<file path="config.mk">
export PLATFORM = sky130hd
export DESIGN_NAME = backend_server_selector
export DESIGN_NICKNAME = d
export VERILOG_FILES = /design/src/sv/bss_pkg.sv /design/src/sv/bss_datapath.sv /design/src/sv/bss_ctrl.sv /design/src/sv/backend_server_selector.sv
export SDC_FILE = /design/constraint.sdc
export NUM_CORES = 2
export LEC_CHECK = 0
export BUFFER_PORTS_ARGS = -buffer_cell sky130_fd_sc_hd__buf_4
export CAP_MARGIN = 25
export CORE_UTILIZATION = 50
export DETAILED_ROUTE_END_ITERATION = 10
export GPL_ROUTABILITY_DRIVEN = 0
export PLACE_DENSITY = 0.66
export SLEW_MARGIN = 15
export SYNTH_ARGS = -nofsm -noshare
export SYNTH_HDL_FRONTEND = slang
export SYNTH_SLANG_ARGS = --single-unit
</file>
<file path="constraint.sdc">
create_clock -name clk_i -period 12.4 [get_ports clk_i]
set_input_delay 2.48 -clock clk_i [delete_from_list [all_inputs] [get_ports clk_i]]
set_output_delay 2.48 -clock clk_i [all_outputs]
set_load 0.01 [all_outputs]
</file>
<file path="src/sv/bss_pkg.sv">
package bss_pkg;

  localparam int unsigned MaxServersDef    = 16;
  localparam int unsigned HashTableSizeDef = 256;
  localparam logic [7:0]  OverloadLimit    = 8'd100;

  typedef enum logic [2:0] {
    ALG_RR     = 3'd0,
    ALG_LL     = 3'd1,
    ALG_LC     = 3'd2,
    ALG_STICKY = 3'd3,
    ALG_STATIC = 3'd4
  } alg_e;

  typedef enum logic [1:0] {
    CFG_ALG    = 2'd0,
    CFG_STRICT = 2'd1,
    CFG_WEIGHT = 2'd2,
    CFG_COUNT  = 2'd3
  } cfg_idx_e;

  typedef enum logic [3:0] {
    ST_IDLE,
    ST_UPDATE,
    ST_SCAN,
    ST_SCAN_SB,
    ST_CHECK,
    ST_RR,
    ST_MIN,
    ST_SLOT,
    ST_TBL_RD,
    ST_TBL_CHK,
    ST_STATIC,
    ST_TBL_WR,
    ST_OUT
  } state_e;

  // command from controller to datapath
  typedef struct packed {
    logic load_item;    // capture input item
    logic write_entry;  // write server entry
    logic scan_start;   // clear list, begin scan
    logic scan_step;    // test one server
    logic scan_sb;      // admit standby in this scan
    logic set_sb;       // mark standby admitted
    logic check_cur;    // validity check of remembered server
    logic rr_start;
    logic rr_step;
    logic min_start;
    logic min_step;
    logic min_ll;       // 1 load metric, 0 conn count
    logic slot_step;    // one step of slot reduction
    logic tbl_rd;
    logic tbl_chk;
    logic static_step;
    logic tbl_wr;
    logic set_result;   // register result of choose item
    logic set_none;
    logic set_zero;     // result of update item
  } dp_cmd_t;

  // status from datapath to controller
  typedef struct packed {
    logic req_choose;
    logic uri_present;
    logic scan_done;
    logic elig_empty;
    logic rr_done;
    logic min_done;
    logic slot_done;
    logic tbl_hit;
    logic static_done;
  } dp_sts_t;

endpackage

</file>
<file path="src/sv/bss_datapath.sv">
module bss_datapath
  import bss_pkg::*;
#(
  parameter int unsigned MaxServers    = MaxServersDef,
  parameter int unsigned HashTableSize = HashTableSizeDef
) (
  input  logic        clk_i,
  input  logic        rst_ni,
  input  dp_cmd_t     cmd_i,
  output dp_sts_t     sts_o,
  input  logic        strict_i,
  input  logic [7:0]  weight_i,
  input  logic [4:0]  count_i,
  input  logic [79:0] item_i,
  output logic [3:0]  chosen_o,
  output logic        no_server_o,
  output logic        used_sb_o,
  output logic        hit_o
);

  localparam int unsigned SW = (MaxServers > 1) ? $clog2(MaxServers) : 1;
  localparam int unsigned CW = $clog2(MaxServers + 1);
  localparam int unsigned HW = $clog2(HashTableSize);
  localparam int unsigned SlotMod = HashTableSize - 1;

  // captured item
  logic [79:0] item_q;
  logic        req_type;
  logic [3:0]  idx_in;
  logic [15:0] conns_in, max_in, load_in;
  logic        en_in, sb_in, uri_in;
  logic [7:0]  ext_in;
  assign req_type = item_q[0];
  assign idx_in   = item_q[4:1];
  assign conns_in = item_q[20:5];
  assign max_in   = item_q[36:21];
  assign en_in    = item_q[37];
  assign sb_in    = item_q[38];
  assign ext_in   = item_q[46:39];
  assign load_in  = item_q[62:47];
  assign uri_in   = item_q[63];

  always_ff @(posedge clk_i) begin
    if (cmd_i.load_item) item_q <= item_i;
  end

  // server table
  logic [15:0] conn_q [MaxServers];
  logic [15:0] lim_q  [MaxServers];
  logic [1:0]  flg_q  [MaxServers];
  logic [7:0]  ext_q  [MaxServers];
  logic [15:0] ldv_q  [MaxServers];

  always_ff @(posedge clk_i or negedge rst_ni) begin
    if (!rst_ni) begin
      for (int i = 0; i < MaxServers; i++) begin
        conn_q[i] <= '0;
        lim_q[i]  <= '0;
        flg_q[i]  <= '0;
        ext_q[i]  <= '0;
        ldv_q[i]  <= '0;
      end
    end else if (cmd_i.write_entry && (32'(idx_in) < MaxServers)) begin
      conn_q[SW'(idx_in)] <= conns_in;
      lim_q[SW'(idx_in)]  <= max_in;
      flg_q[SW'(idx_in)]  <= {sb_in, en_in};
      ext_q[SW'(idx_in)]  <= ext_in;
      ldv_q[SW'(idx_in)]  <= load_in;
    end
  end

  // validity: 0 valid, 1 standby, 2 invalid
  function automatic logic [1:0] chk(input logic [15:0] c, input logic [15:0] l,
                                     input logic [1:0] f, input logic [7:0] e,
                                     input logic strict);
    logic [1:0] r;
    if (!f[0] || c >= l) r = 2'd2;
    else if (strict && e > OverloadLimit) r = 2'd2;
    else r = f[1] ? 2'd1 : 2'd0;
    return r;
  endfunction

  // eligible list
  logic [SW-1:0] elig_q [MaxServers];
  logic [CW-1:0] n_q, scan_i_q;
  logic [CW-1:0] lim_cnt;
  logic          sb_q;
  logic [SW-1:0] cur_q;
  assign lim_cnt = (32'(count_i) > MaxServers) ? CW'(MaxServers) : CW'(count_i);

  logic [SW-1:0] sidx;
  logic [1:0]    sst;
  assign sidx = scan_i_q[SW-1:0];
  assign sst  = chk(conn_q[sidx], lim_q[sidx], flg_q[sidx], ext_q[sidx], strict_i);

  always_ff @(posedge clk_i) begin
    if (cmd_i.scan_step && scan_i_q < lim_cnt &&
        (sst == 2'd0 || (sst == 2'd1 && cmd_i.scan_sb)))
      elig_q[n_q[SW-1:0]] <= sidx;
  end

  always_ff @(posedge clk_i or negedge rst_ni) begin
    if (!rst_ni) begin
      n_q      <= '0;
      scan_i_q <= '0;
      sb_q     <= 1'b0;
    end else begin
      if (cmd_i.scan_start) begin
        n_q      <= '0;
        scan_i_q <= '0;
      end else if (cmd_i.scan_step && scan_i_q < lim_cnt) begin
        scan_i_q <= scan_i_q + 1'b1;
        if (sst == 2'd0 || (sst == 2'd1 && cmd_i.scan_sb)) n_q <= n_q + 1'b1;
      end
      if (cmd_i.load_item)   sb_q <= 1'b0;
      else if (cmd_i.set_sb) sb_q <= 1'b1;
    end
  end

  // list walk counter, shared by round robin and min search
  logic [CW-1:0] k_q;
  logic          rr_found_q;
  logic [1:0]    cst;
  assign cst = chk(conn_q[cur_q], lim_q[cur_q], flg_q[cur_q], ext_q[cur_q], strict_i);

  logic [SW-1:0] ek;
  assign ek = elig_q[k_q[SW-1:0]];

  // least load metric of candidate and current pick
  logic [23:0] met_k, met_c;
  assign met_k = {8'd0, ldv_q[ek]} + conn_q[ek] * weight_i;
  assign met_c = {8'd0, ldv_q[cur_q]} + conn_q[cur_q] * weight_i;

  // slot reduction: hash mod (table size - 1), folding high bits onto low bits
  logic [15:0]   rem_q;
  logic [15:0]   srem_q;
  logic [HW-1:0] slot_q;
  logic          slot_done;
  assign slot_done = rem_q < 16'(SlotMod);

  // sticky table, valid bit plus server index
  logic [SW:0]   tbl_mem [HashTableSize];
  logic [SW:0]   tbl_rd_q;
  logic          tbl_rv_q;
  logic [HashTableSize-1:0] tbl_v_q;
  logic [SW-1:0] cand;
  logic [1:0]    tst;
  assign cand = tbl_rd_q[SW-1:0];
  assign tst  = chk(conn_q[cand], lim_q[cand], flg_q[cand], ext_q[cand], strict_i);

  always_ff @(posedge clk_i) begin
    if (cmd_i.tbl_wr) tbl_mem[slot_q] <= {1'b1, cur_q};
    if (cmd_i.tbl_rd) tbl_rd_q <= tbl_mem[slot_q];
  end

  always_ff @(posedge clk_i or negedge rst_ni) begin
    if (!rst_ni) begin
      tbl_v_q  <= '0;
      tbl_rv_q <= 1'b0;
    end else begin
      if (cmd_i.tbl_wr) tbl_v_q[slot_q] <= 1'b1;
      if (cmd_i.tbl_rd) tbl_rv_q <= tbl_v_q[slot_q];
    end
  end

  // selection registers
  logic hit_q;
  always_ff @(posedge clk_i or negedge rst_ni) begin
    if (!rst_ni) begin
      cur_q      <= '0;
      k_q        <= '0;
      rr_found_q <= 1'b0;
      rem_q      <= '0;
      srem_q     <= '0;
      slot_q     <= '0;
      hit_q      <= 1'b0;
    end else begin
      if (cmd_i.load_item) begin
        rem_q <= item_i[79:64];
        hit_q <= 1'b0;
      end
      if (cmd_i.slot_step) begin
        if (rem_q == 16'(SlotMod)) rem_q <= '0;
        else if (!slot_done) rem_q <= (rem_q >> HW) + 16'(rem_q[HW-1:0]);
        else begin
          slot_q <= rem_q[HW-1:0];
          srem_q <= rem_q;
        end
      end
      if (cmd_i.check_cur && (cst == 2'd2 || (cst == 2'd1 && !sb_q)))
        cur_q <= elig_q[0];
      if (cmd_i.rr_start || cmd_i.min_start) begin
        k_q        <= '0;
        rr_found_q <= 1'b0;
      end else if (cmd_i.rr_step && k_q < n_q && !rr_found_q) begin
        if (ek == cur_q) begin
          rr_found_q <= 1'b1;
          cur_q <= (k_q + 1'b1 == n_q) ? elig_q[0] : elig_q[SW'(k_q + 1'b1)];
        end
        k_q <= k_q + 1'b1;
      end else if (cmd_i.min_step && k_q < n_q) begin
        if (cmd_i.min_ll ? (met_k < met_c) : (conn_q[ek] < conn_q[cur_q])) cur_q <= ek;
        k_q <= k_q + 1'b1;
      end
      if (cmd_i.static_step) begin
        if (srem_q < 16'(n_q)) cur_q <= elig_q[srem_q[SW-1:0]];
        else srem_q <= srem_q - 16'(n_q);
      end
      if (cmd_i.tbl_chk && tbl_rv_q && (tst == 2'd0 || (tst == 2'd1 && sb_q))) begin
        cur_q <= cand;
        hit_q <= 1'b1;
      end
    end
  end

  // result register
  always_ff @(posedge clk_i or negedge rst_ni) begin
    if (!rst_ni) begin
      chosen_o    <= '0;
      no_server_o <= 1'b0;
      used_sb_o   <= 1'b0;
      hit_o       <= 1'b0;
    end else if (cmd_i.set_zero) begin
      chosen_o <= '0; no_server_o <= 1'b0; used_sb_o <= 1'b0; hit_o <= 1'b0;
    end else if (cmd_i.set_none) begin
      chosen_o <= '0; no_server_o <= 1'b1; used_sb_o <= 1'b0; hit_o <= 1'b0;
    end else if (cmd_i.set_result) begin
      chosen_o    <= 4'(cur_q);
      no_server_o <= 1'b0;
      used_sb_o   <= sb_q;
      hit_o       <= hit_q;
    end
  end

  assign sts_o.req_choose  = req_type;
  assign sts_o.uri_present = uri_in;
  assign sts_o.scan_done   = scan_i_q >= lim_cnt;
  assign sts_o.elig_empty  = n_q == '0;
  assign sts_o.rr_done     = rr_found_q || k_q >= n_q;
  assign sts_o.min_done    = k_q >= n_q;
  assign sts_o.slot_done   = slot_done;
  assign sts_o.tbl_hit     = tbl_rv_q && (tst == 2'd0 || (tst == 2'd1 && sb_q));
  assign sts_o.static_done = srem_q < 16'(n_q);

  // list never grows past the scanned count
  assert property (@(posedge clk_i) disable iff (!rst_ni) n_q <= scan_i_q)
    else $error("eligible count above scan index");
  // a hit flag only follows a table check
  assert property (@(posedge clk_i) disable iff (!rst_ni)
    $rose(hit_q) |-> $past(cmd_i.tbl_chk))
    else $error("hit set outside table check");
  // slot always below table size minus one
  assert property (@(posedge clk_i) disable iff (!rst_ni)
    cmd_i.tbl_rd |-> (32'(slot_q) < SlotMod))
    else $error("slot out of range");

endmodule

</file>
<file path="src/sv/bss_ctrl.sv">
module bss_ctrl
  import bss_pkg::*;
(
  input  logic       clk_i,
  input  logic       rst_ni,
  input  logic       in_valid_i,
  output logic       in_ready_o,
  output logic       out_valid_o,
  input  logic       out_ready_i,
  input  logic [2:0] algorithm_i,
  input  dp_sts_t    sts_i,
  output dp_cmd_t    cmd_o
);

  state_e state_q, state_d;
  logic   ll_q, ll_d;      // min search uses load metric
  logic   wr_q, wr_d;      // min result goes to sticky table
  logic   ov_q;

  // output valid register, freed on transfer
  always_ff @(posedge clk_i or negedge rst_ni) begin
    if (!rst_ni) ov_q <= 1'b0;
    else if (state_q == ST_OUT) ov_q <= 1'b1;
    else if (out_ready_i) ov_q <= 1'b0;
  end
  assign out_valid_o = ov_q;
  assign in_ready_o  = (state_q == ST_IDLE);

  logic hash_mode;
  assign hash_mode = sts_i.uri_present &&
                     (algorithm_i == ALG_STICKY || algorithm_i == ALG_STATIC);

  // next state
  always_comb begin
    state_d = state_q;
    ll_d    = ll_q;
    wr_d    = wr_q;
    unique case (state_q)
      ST_IDLE: if (in_valid_i) state_d = ST_UPDATE;
      ST_UPDATE: state_d = sts_i.req_choose ? ST_SCAN : ST_OUT;
      ST_SCAN: if (sts_i.scan_done) state_d = sts_i.elig_empty ? ST_SCAN_SB : ST_CHECK;
      ST_SCAN_SB: if (sts_i.scan_done && !sts_i.elig_empty) state_d = ST_CHECK;
                  else if (sts_i.scan_done) state_d = ST_OUT;
      ST_CHECK: begin
        ll_d = 1'b0;
        wr_d = 1'b0;
        unique case (algorithm_i)
          ALG_RR, ALG_LC: state_d = ST_RR;
          ALG_LL: begin state_d = ST_MIN; ll_d = 1'b1; end
          ALG_STICKY, ALG_STATIC: state_d = hash_mode ? ST_SLOT : ST_RR;
          default: state_d = ST_OUT;
        endcase
      end
      ST_RR: if (sts_i.rr_done)
               state_d = (algorithm_i == ALG_RR) ? ST_OUT : ST_MIN;
      ST_MIN: if (sts_i.min_done) state_d = wr_q ? ST_TBL_WR : ST_OUT;
      ST_SLOT: if (sts_i.slot_done)
                 state_d = (algorithm_i == ALG_STICKY) ? ST_TBL_RD : ST_STATIC;
      ST_TBL_RD: state_d = ST_TBL_CHK;
      ST_TBL_CHK: if (sts_i.tbl_hit) state_d = ST_OUT;
                  else begin state_d = ST_RR; wr_d = 1'b1; end
      ST_STATIC: if (sts_i.static_done) state_d = ST_OUT;
      ST_TBL_WR: state_d = ST_OUT;
      ST_OUT: state_d = ST_IDLE;
      default: state_d = ST_IDLE;
    endcase
    // hold in idle until output register drains
    if (state_q == ST_IDLE && ov_q && !out_ready_i) state_d = ST_IDLE;
  end

  logic busy_out;
  assign busy_out = ov_q && !out_ready_i;
  logic none_res;
  assign none_res = sts_i.scan_done && sts_i.elig_empty;

  // outputs
  always_comb begin
    cmd_o = '0;
    cmd_o.min_ll = ll_q;
    unique case (state_q)
      ST_IDLE: cmd_o.load_item = in_valid_i;
      ST_UPDATE: begin
        cmd_o.write_entry = !sts_i.req_choose;
        cmd_o.scan_start  = 1'b1;
      end
      ST_SCAN: begin
        cmd_o.scan_step  = 1'b1;
        cmd_o.scan_start = sts_i.scan_done && sts_i.elig_empty;
      end
      ST_SCAN_SB: begin
        cmd_o.scan_step = 1'b1;
        cmd_o.scan_sb   = 1'b1;
        cmd_o.set_sb    = sts_i.scan_done && !sts_i.elig_empty;
      end
      ST_CHECK: begin
        cmd_o.check_cur = 1'b1;
        cmd_o.rr_start  = 1'b1;
      end
      ST_RR: begin
        cmd_o.rr_step   = 1'b1;
        cmd_o.min_start = sts_i.rr_done;
      end
      ST_MIN: cmd_o.min_step = 1'b1;
      ST_SLOT: cmd_o.slot_step = 1'b1;
      ST_TBL_RD: cmd_o.tbl_rd = 1'b1;
      ST_TBL_CHK: begin
        cmd_o.tbl_chk  = 1'b1;
        cmd_o.rr_start = 1'b1;
      end
      ST_STATIC: cmd_o.static_step = 1'b1;
      ST_TBL_WR: cmd_o.tbl_wr = 1'b1;
      ST_OUT: begin
        if (!sts_i.req_choose) cmd_o.set_zero = 1'b1;
        else if (none_res)     cmd_o.set_none = 1'b1;
        else                   cmd_o.set_result = 1'b1;
      end
      default: ;
    endcase
    if (busy_out) cmd_o.load_item = 1'b0;
  end

  always_ff @(posedge clk_i or negedge rst_ni) begin
    if (!rst_ni) begin
      state_q <= ST_IDLE;
      ll_q    <= 1'b0;
      wr_q    <= 1'b0;
    end else begin
      state_q <= state_d;
      ll_q    <= ll_d;
      wr_q    <= wr_d;
    end
  end

  // an item is only taken in idle
  assert property (@(posedge clk_i) disable iff (!rst_ni)
    (in_valid_i && in_ready_o && !busy_out) |=> state_q == ST_UPDATE)
    else $error("accepted item did not start");
  // result state always loads the output register
  assert property (@(posedge clk_i) disable iff (!rst_ni)
    state_q == ST_OUT |=> out_valid_o)
    else $error("result lost");
  // table write only on sticky mode
  assert property (@(posedge clk_i) disable iff (!rst_ni)
    cmd_o.tbl_wr |-> algorithm_i == ALG_STICKY)
    else $error("table write outside sticky mode");

endmodule

</file>
<file path="src/sv/backend_server_selector.sv">
// Backend server selector. Update items write one server entry; choose items
// return the chosen server under the configured mode. One item is in work at a
// time. A choose runs an eligibility scan (a second scan only when no
// non-standby server qualifies), then list walks (round robin and least load
// one walk, least connections and a sticky miss two). Hash modes fold the hash
// into a table slot; a sticky mode then reads the table, a static mode picks
// the list entry at slot modulo list length. The sticky table is a 256-entry
// memory with one valid flop per entry; its size must be a power of two.
// The result sits in an output register; the next item is taken once it drains.
module backend_server_selector
  import bss_pkg::*;
#(
  parameter int unsigned MaxServers    = MaxServersDef,
  parameter int unsigned HashTableSize = HashTableSizeDef
) (
  input  logic        clk_i,
  input  logic        rst_ni,
  input  logic        s_axis_tvalid,
  output logic        s_axis_tready,
  // req_type, server_index, active_conns, max_conns, enabled, standby,
  // ext_load, load_metric, uri_present, uri_hash, zero pad
  input  logic [87:0] s_axis_tdata,
  output logic        m_axis_tvalid,
  input  logic        m_axis_tready,
  // chosen_server, no_server, used_standby, hash_hit
  output logic [7:0]  m_axis_tdata,
  input  logic        cfg_we_i,
  input  logic [1:0]  cfg_idx_i,
  input  logic [7:0]  cfg_data_i
);

  logic [2:0] alg_q;
  logic       strict_q;
  logic [7:0] weight_q;
  logic [4:0] count_q;

  // configuration registers
  always_ff @(posedge clk_i or negedge rst_ni) begin
    if (!rst_ni) begin
      alg_q    <= ALG_RR;
      strict_q <= 1'b0;
      weight_q <= 8'd1;
      count_q  <= 5'd16;
    end else if (cfg_we_i) begin
      unique case (cfg_idx_e'(cfg_idx_i))
        CFG_ALG:    alg_q    <= cfg_data_i[2:0];
        CFG_STRICT: strict_q <= cfg_data_i[0];
        CFG_WEIGHT: weight_q <= cfg_data_i;
        CFG_COUNT:  count_q  <= cfg_data_i[4:0];
        default: ;
      endcase
    end
  end

  dp_cmd_t cmd;
  dp_sts_t sts;
  logic    rdy;

  bss_ctrl u_ctrl (
    .clk_i, .rst_ni,
    .in_valid_i  (s_axis_tvalid),
    .in_ready_o  (rdy),
    .out_valid_o (m_axis_tvalid),
    .out_ready_i (m_axis_tready),
    .algorithm_i (alg_q),
    .sts_i       (sts),
    .cmd_o       (cmd)
  );

  assign s_axis_tready = rdy && !(m_axis_tvalid && !m_axis_tready);

  bss_datapath #(.MaxServers(MaxServers), .HashTableSize(HashTableSize)) u_dp (
    .clk_i, .rst_ni,
    .cmd_i       (cmd),
    .sts_o       (sts),
    .strict_i    (strict_q),
    .weight_i    (weight_q),
    .count_i     (count_q),
    .item_i      (s_axis_tdata[79:0]),
    .chosen_o    (m_axis_tdata[3:0]),
    .no_server_o (m_axis_tdata[4]),
    .used_sb_o   (m_axis_tdata[5]),
    .hit_o       (m_axis_tdata[6])
  );
  assign m_axis_tdata[7] = 1'b0;

endmodule
</file>
Word-level counts from Yosys, hierarchy flattened
Memory sizes are Yosys's and may differ from the RTL's. A register that Yosys moved wholly into a read port is not among the register bits.
Cells that the tools add are included.
- $add $sub $neg: 7
- multiply operators: 2
- $lt $le $gt $ge: 23
- equal/unequal tests: 34
- mux-type cells: 164
- bitwise logic cells: 7
- reduce and logical (&&, ||, !) cells: 71
- operator list (kind ; number):
    256-bit bitwise mux ; 3
    16-bit binary-select mux with 4-bit select ; 9
    16-bit 2-to-1 mux ; 28
    256-bit bitwise OR ; 1
    128-bit bitwise mux ; 1
    4-bit 2-to-1 mux ; 25
    8-bit binary-select mux with 4-bit select ; 3
    16-bit demux with 4-bit select ; 1
    8-bit 2-to-1 mux ; 7
    16-bit by 24-bit adder with 24-bit output ; 2
    16-bit >= comparator ; 3
    16-bit by 8-bit multiplier with 24-bit output ; 2
    4-bit case mux with 12 select lines ; 1
    1-bit 2-to-1 mux ; 45
    5-bit 2-to-1 mux ; 9
    2-bit 2-to-1 mux ; 18
    32-bit bitwise mux ; 1
    8-bit demux with 4-bit select ; 1
    5-bit >= comparator (second input constant) ; 5
    4-bit inverter with 5-bit output ; 5
    2-bit binary-select mux with 4-bit select ; 3
    8-bit by 7-bit greater-than comparator with 1-bit output (second input constant) ; 3
    1-bit logical AND ; 24
    24-bit < comparator ; 1
    47 further kinds ; 107
- register bits after elaboration: 1342
- memory bits (writable): 1088
- input port bits: 103
- word-level logic and storage cells: 415
- memories: 2
- memories (name ; depth ; width ; read ports ; clocked after memory_dff ; write ports ; RTL line ; source):
    u_dp.tbl_mem ; 256 ; 4 ; 1 ; 1 ; 1 ; bss_datapath.sv:142 ; logic [SW:0] tbl_mem [HashTableSize];
    u_dp.elig_q ; 16 ; 4 ; 4 ; 0 ; 1 ; bss_datapath.sv:84 ; logic [SW-1:0] elig_q [MaxServers];

Logic depth before layout (Yosys ltp)
- depth in word-level cells: 20
- mapped depth: 44
- depth with buffers taken out: 39

Cells and area by module
From an unflattened synthesis, not the netlist that was laid out.
- cells, all modules: 8536
- area total of the unflattened synthesis: 126676.5 µm²
- by module, submodules not included (module ; instances ; cells each ; area an instance (µm²) ; seq. area each (µm²)):
    bss_datapath ; 1 ; 8382 ; 125080.0 ; 66093.4
    bss_ctrl ; 1 ; 112 ; 874.6 ; 175.2
    backend_server_selector ; 1 ; 42 ; 721.9 ; 427.9

Worst setup path after synthesis
No wires, ideal clock.
- kind: register to register
- start point: reg u_dp.cur_q[0]
- end point: reg u_dp.cur_q[1]
- arrival time: 12.363 ns
- required time: 12.271 ns
- slack: -0.091 ns
- cell stages (with the launch flop): 38
- buffers on the path: 7
- cells stage by stage: dfrtp_1 > clkbuf_1 > buf_2 > buf_2 > buf_2 > buf_2 > buf_1 > mux4_2 > mux4_2 > fa_1 > ha_1 > ha_1 > inv_1 > fa_1 > inv_1 > ha_1 > fa_1 > a21o_1 > [2 not listed] > a2111oi_0 > o31ai_1 > nor4_1 > o31ai_1 > o41a_1 > a21o_1 > a21oi_1 > xnor2_1 > ha_1 > o211ai_1 > a21oi_1 > a2111oi_0 > nand4b_1 > and3_1 > clkbuf_1 > or2_2 > a21oi_1 > o21ai_0
- longest elaborated chain between the ends: 20
- elaborated cells on any way between the ends: 44
- RTL lines (item ; RTL line ; source):
    start, declared ; bss_datapath.sv:88 ; logic [SW-1:0] cur_q;
    start signal, assigned ; bss_datapath.sv:191 ; cur_q <= elig_q[0];
    start signal, assigned ; bss_datapath.sv:198 ; cur_q <= (k_q + 1'b1 == n_q) ? elig_q[0] : elig_q[SW'(k_q + 1'b1)];
    start signal, assigned ; bss_datapath.sv:202 ; if (cmd_i.min_ll ? (met_k < met_c) : (conn_q[ek] < conn_q[cur_q])) cur_q <= ek;
    parallel branches: the longest is 16 deep, another holds 16-bit by 8-bit multiplier with 24-bit output ; -- ;
    4-bit 2-to-1 mux * ; bss_datapath.sv:192 ; if (cmd_i.rr_start || cmd_i.min_start) begin
    4-bit 2-to-1 mux ; bss_datapath.sv:206 ; if (srem_q < 16'(n_q)) cur_q <= elig_q[srem_q[SW-1:0]];
    4-bit 2-to-1 mux * ; bss_datapath.sv:205 ; if (cmd_i.static_step) begin
    4-bit 2-to-1 mux * ; bss_datapath.sv:209 ; if (cmd_i.tbl_chk && tbl_rv_q && (tst == 2'd0 || (tst == 2'd1 && sb_q))) begin
Every way passes the cells marked *. The select of a mux whose other input is x is not followed.
A chain may end at the register's enable or synchronous reset.

Worst setup path after layout
- start point: reg u_dp.k_q[1]
- end point: reg u_dp.cur_q[1]
- longest elaborated chain between the ends: 16
- elaborated cells on any way between the ends: 33
- RTL lines (item ; RTL line ; source):
    start, declared ; bss_datapath.sv:121 ; logic [CW-1:0] k_q;
    start signal, assigned ; bss_datapath.sv:200 ; k_q <= k_q + 1'b1;
    start signal, assigned ; bss_datapath.sv:203 ; k_q <= k_q + 1'b1;
    memory 16 x 4 bit ; -- ;
    4-bit inverter with 5-bit output (implied by the code) ; bss_datapath.sv:131, bss_datapath.sv:202 ;
    16-bit binary-select mux with 4-bit select ; bss_datapath.sv:131, bss_datapath.sv:202 ;
    16-bit 2-to-1 mux (implied by the code) (2 in a row) ; bss_datapath.sv:131, bss_datapath.sv:202 ;
    16-bit by 8-bit multiplier with 24-bit output ; bss_datapath.sv:131 ; assign met_k = {8'd0, ldv_q[ek]} + conn_q[ek] * weight_i;
    16-bit by 24-bit adder with 24-bit output ; bss_datapath.sv:131 ;
    24-bit < comparator ; bss_datapath.sv:202 ;
    1-bit 2-to-1 mux ; bss_datapath.sv:202 ;
    4-bit 2-to-1 mux ; bss_datapath.sv:202 ;
    4-bit 2-to-1 mux ; bss_datapath.sv:201 ; end else if (cmd_i.min_step && k_q < n_q) begin
    4-bit 2-to-1 mux ; bss_datapath.sv:195 ; end else if (cmd_i.rr_step && k_q < n_q && !rr_found_q) begin
    4-bit 2-to-1 mux * ; bss_datapath.sv:192 ;
    4-bit 2-to-1 mux ; bss_datapath.sv:206 ;
    4-bit 2-to-1 mux * ; bss_datapath.sv:205 ;
    4-bit 2-to-1 mux * ; bss_datapath.sv:209 ;
    end signal, assigned ; bss_datapath.sv:191 ;
    end signal, assigned ; bss_datapath.sv:206 ;
    end signal, assigned ; bss_datapath.sv:210 ; cur_q <= cand;
Mark *: on every way between the ends. The rest lies on a longest branch, timed or not. The select of a mux whose other input is x is not followed.

==> impl_metrics.yaml <==
logic_synthesis:
  synthFlopType: "dfrtp_1"
  syn_avg_cell_area_um2: 15.08
  ys.warnings.count: 0
  yosysSeqAreaShare_pct: 52.88
  synth-edff-count: 1156
  postSynth.asyncResetShare_pct: 52.51
  synth_seq_cells: 2434
  syn-instance-count: 8365
  ys_types: 72
  syn_area_mm2: 0.1261
  syn_nets: 8873
timing:
  setup_violations: 0
  fin_crit_ps: 11450
  slew_headroom_pct: 17.52
  rsz0062_at_grt: "false"
  setup_ws_ps: 952.2
  hold_viol: 0
  fmax_mhz: 87.35
  slew_viol_final: 0
  fin_setup_tns_ps: 0
  worst_pin_slew_ps: 1234
  clock_skew_ps: 82.83
  post-route-period-util_pct: 92.32
power:
  peakVddDrop_mv: 0.5724
  fin_total_pwr_w: 0.03926
  leakage_nw: 55.16
  powerDensity_mw_per_mm2: 281.1
clock_network:
  htree_levels: 5
  path_clk_slew_ps: 60
  root_buffer: "clkbuf_16"
  clk_latency_ps: 960
  cts_sinks: 2434
  hold_buffers: 0
  ctsLongestPathBuffers: 4
  post-cts-setup-buffers: 0
  cts_tree: "done"
  postCtsResizedCells: 0
  numCtsBuffers: 280
routing:
  firstDrtPassIters: 7
  drt-vias-per-instance: 6.422
  drc: 0
  num_vias: 76310
  wire_per_inst_um: 29.26
  routed_wl_um: 347700
  drt_iter0_markers: 7350
  drtAntennaViolNets: 0
placement:
  post-place-ws_ps: 1052
  hpwlAfterDp_um: 217000
  port_buffers: 103
  dpl_cell_area_mm2: 0.1307
floorplan:
  die_h_um: 504.3
  io_pins: 113
  rows: 184
  die-area_mm2: 0.2543
  start_util_pct: 50.22
  die_w_um: 504.3
  core-area_mm2: 0.2512
worst_setup_path:
  r2r-start: "u_dp.k_q[1]$_DFFE_PN0P_"
  crit_slowest_cell: "dfrtp_1"
  cpPeakStageDelay_ps: 890
  cp_max_fo: 58
  start_kind: "flip-flop"
  critPathArrivalTime_ps: 12210
  reg2reg_to: "u_dp.cur_q[1]$_DFF_PN0_"
  cp_top_family: "compound AO/OA/AOI/OAI gates"
  worstSetupEndpointType: "flip-flop"
  critPathRequiredTime_ps: 13160
  worst_path_most_repeated_cell: "a21oi_1"
  rr_worst_depth: 37
  critPathBufInv: 6
  r2r_slack_ps: 950
  critical_path_class: "flip-flop to flip-flop"
global_routing:
  antenna_found_initial: 6
  grt_pass1_vias: 79540
  overflow: 0
  grtUsageTotal_pct: 27.57
  grt_first_pass_wirelength_um: 524200
  grt_max_degree: 169
outcome:
  status: "completed"
layout:
  layout-drive-gt1-share_pct: 35.46
  fin_nets: 8836
  fin_area_mm2: 0.1397
  final_cell_mix: "1264 x dfrtp_1, 1156 x edfxtp_1, 1076 x mux4_2"
  final_util_pct: 55.62
  area_delta_synth_final_pct: 10.75
  final_common_cell: "dfrtp_1"
hold_path:
  hold_start: "u_dp.tbl_v_q[166]$_DFFE_PN0P_"
  holdPathEnd: "u_dp.tbl_v_q[166]$_DFFE_PN0P_"
  min_path_type: "flip-flop to flip-flop"
  holdPathStages: 1
run:
  timing.max_cap.violations: 0
==> power breakdown <==
group | total (W) | switching, W | internal, W
Sequential | 0.0125 | 0.00190 | 0.0106
Combinational | 0.0187 | 0.00988 | 0.00885
Clock | 0.00807 | 0.00326 | 0.00481
==> cell families after synthesis <==
family	count (synthesis)	share of synthesized area (%)
flip-flops	2434	52.88
adder cells (fa/ha/maj)	405	5.220
AND/OR/NAND/NOR	1699	6.556
multiplexers	2067	28.03
AO/OA/AOI/OAI	735	3.959
buffers and inverters	966	2.954
other	1	0.002973
XOR/XNOR	58	0.4027
==> Yosys cell counts, drive strengths merged (29+ instances only) <==
| cell | instances | area share [%] |
|---|---|---|
| nand2 | 530 | 1.6 |
| buf | 214 | 0.72 |
| fa | 202 | 3.2 |
| o21ai | 84 | 0.33 |
| nor2 | 381 | 1.1 |
| edfxtp | 1156 | 28 |
| mux4 | 1077 | 19 |
| a211oi | 169 | 1.0 |
| mux2 | 951 | 8.5 |
| nand2b | 29 | 0.14 |
| nor2b | 36 | 0.18 |
| clkbuf | 404 | 1.2 |
| mux2i | 39 | 0.31 |
| xnor2 | 35 | 0.24 |
| nand3 | 56 | 0.22 |
| ha | 203 | 2.0 |
| a311oi | 62 | 0.43 |
| nor3 | 49 | 0.19 |
| a31oi | 82 | 0.41 |
| a21oi | 149 | 0.59 |
| and2 | 262 | 1.3 |
| or2 | 266 | 1.3 |
| a21o | 57 | 0.34 |
| dfrtp | 1276 | 25 |
| inv | 348 | 1.0 |
| and3 | 30 | 0.15 |
==> metrics by stage <==
step	cells	hold slack, ps
after floorplan	8365	433.7
after global placement	11380	443.5
after detailed placement	11390	446.5
after CTS	11870	461.2
after global routing	11880	472.7
final	11880	459.0
==> area by class of cell <==
class	instances	area (um2)
Tap cell	3348	4189
Antenna cell	3	7.507
Multi-Input combinational cell	4965	55910
Sequential cell	2434	66740
Inverter	348	1314
Fill cell	19690	111500
Clock buffer	399	7920
Timing Repair Buffer	299	2701
Clock inverter	86	922.1
==> worst max path at each step <==
stage / startpoint / to / slack [ps] / depth (start not counted)
floorplan: u_dp.cur_q[1]$_DFF_PN0_ / u_dp.cur_q[1]$_DFF_PN0_ / 330 / 37
global placement: u_dp.k_q[1]$_DFFE_PN0P_ / u_dp.cur_q[1]$_DFF_PN0_ / 950 / 37
detailed placement: u_dp.k_q[1]$_DFFE_PN0P_ / u_dp.cur_q[1]$_DFF_PN0_ / 1050 / 37
CTS: u_dp.k_q[1]$_DFFE_PN0P_ / u_dp.cur_q[1]$_DFF_PN0_ / 1010 / 37
global route: u_dp.k_q[1]$_DFFE_PN0P_ / u_dp.cur_q[1]$_DFF_PN0_ / 460 / 41
finish: u_dp.k_q[1]$_DFFE_PN0P_ / u_dp.cur_q[1]$_DFF_PN0_ / 950 / 37
==> layer usage <==
layer	part of all wire [%]	wire length, um	vias to the layer above	GRT usage (%)
li1	-	-	31730	-
met1	39	136300	40600	36.22
met2	49	170100	3127	45.10
met3	6.6	22800	849	4.395
met4	5.3	18540	4	13.09
met5	0.0066	23	-	0
==> flip-flops by register name (all words and copies together) (netlist names), 4 cells and up <==
name            cells
u_dp.flg_q         32
u_dp.tbl_rd_q       4
u_dp.n_q            5
count_q             5
u_dp.srem_q        16
u_dp.ldv_q        256
u_dp.cur_q          4
u_dp.ext_q        128
u_dp.tbl_v_q      256
u_dp.tbl_mem     1024
u_dp.slot_q         8
u_dp.k_q            5
u_dp.scan_i_q       5
u_dp.rem_q         16
u_dp.chosen_o       4
u_dp.item_q        64
weight_q            8
u_ctrl.state_q      4
u_dp.conn_q       256
u_dp.lim_q        256
u_dp.elig_q        64
Power figures use the tool's default switching activity.
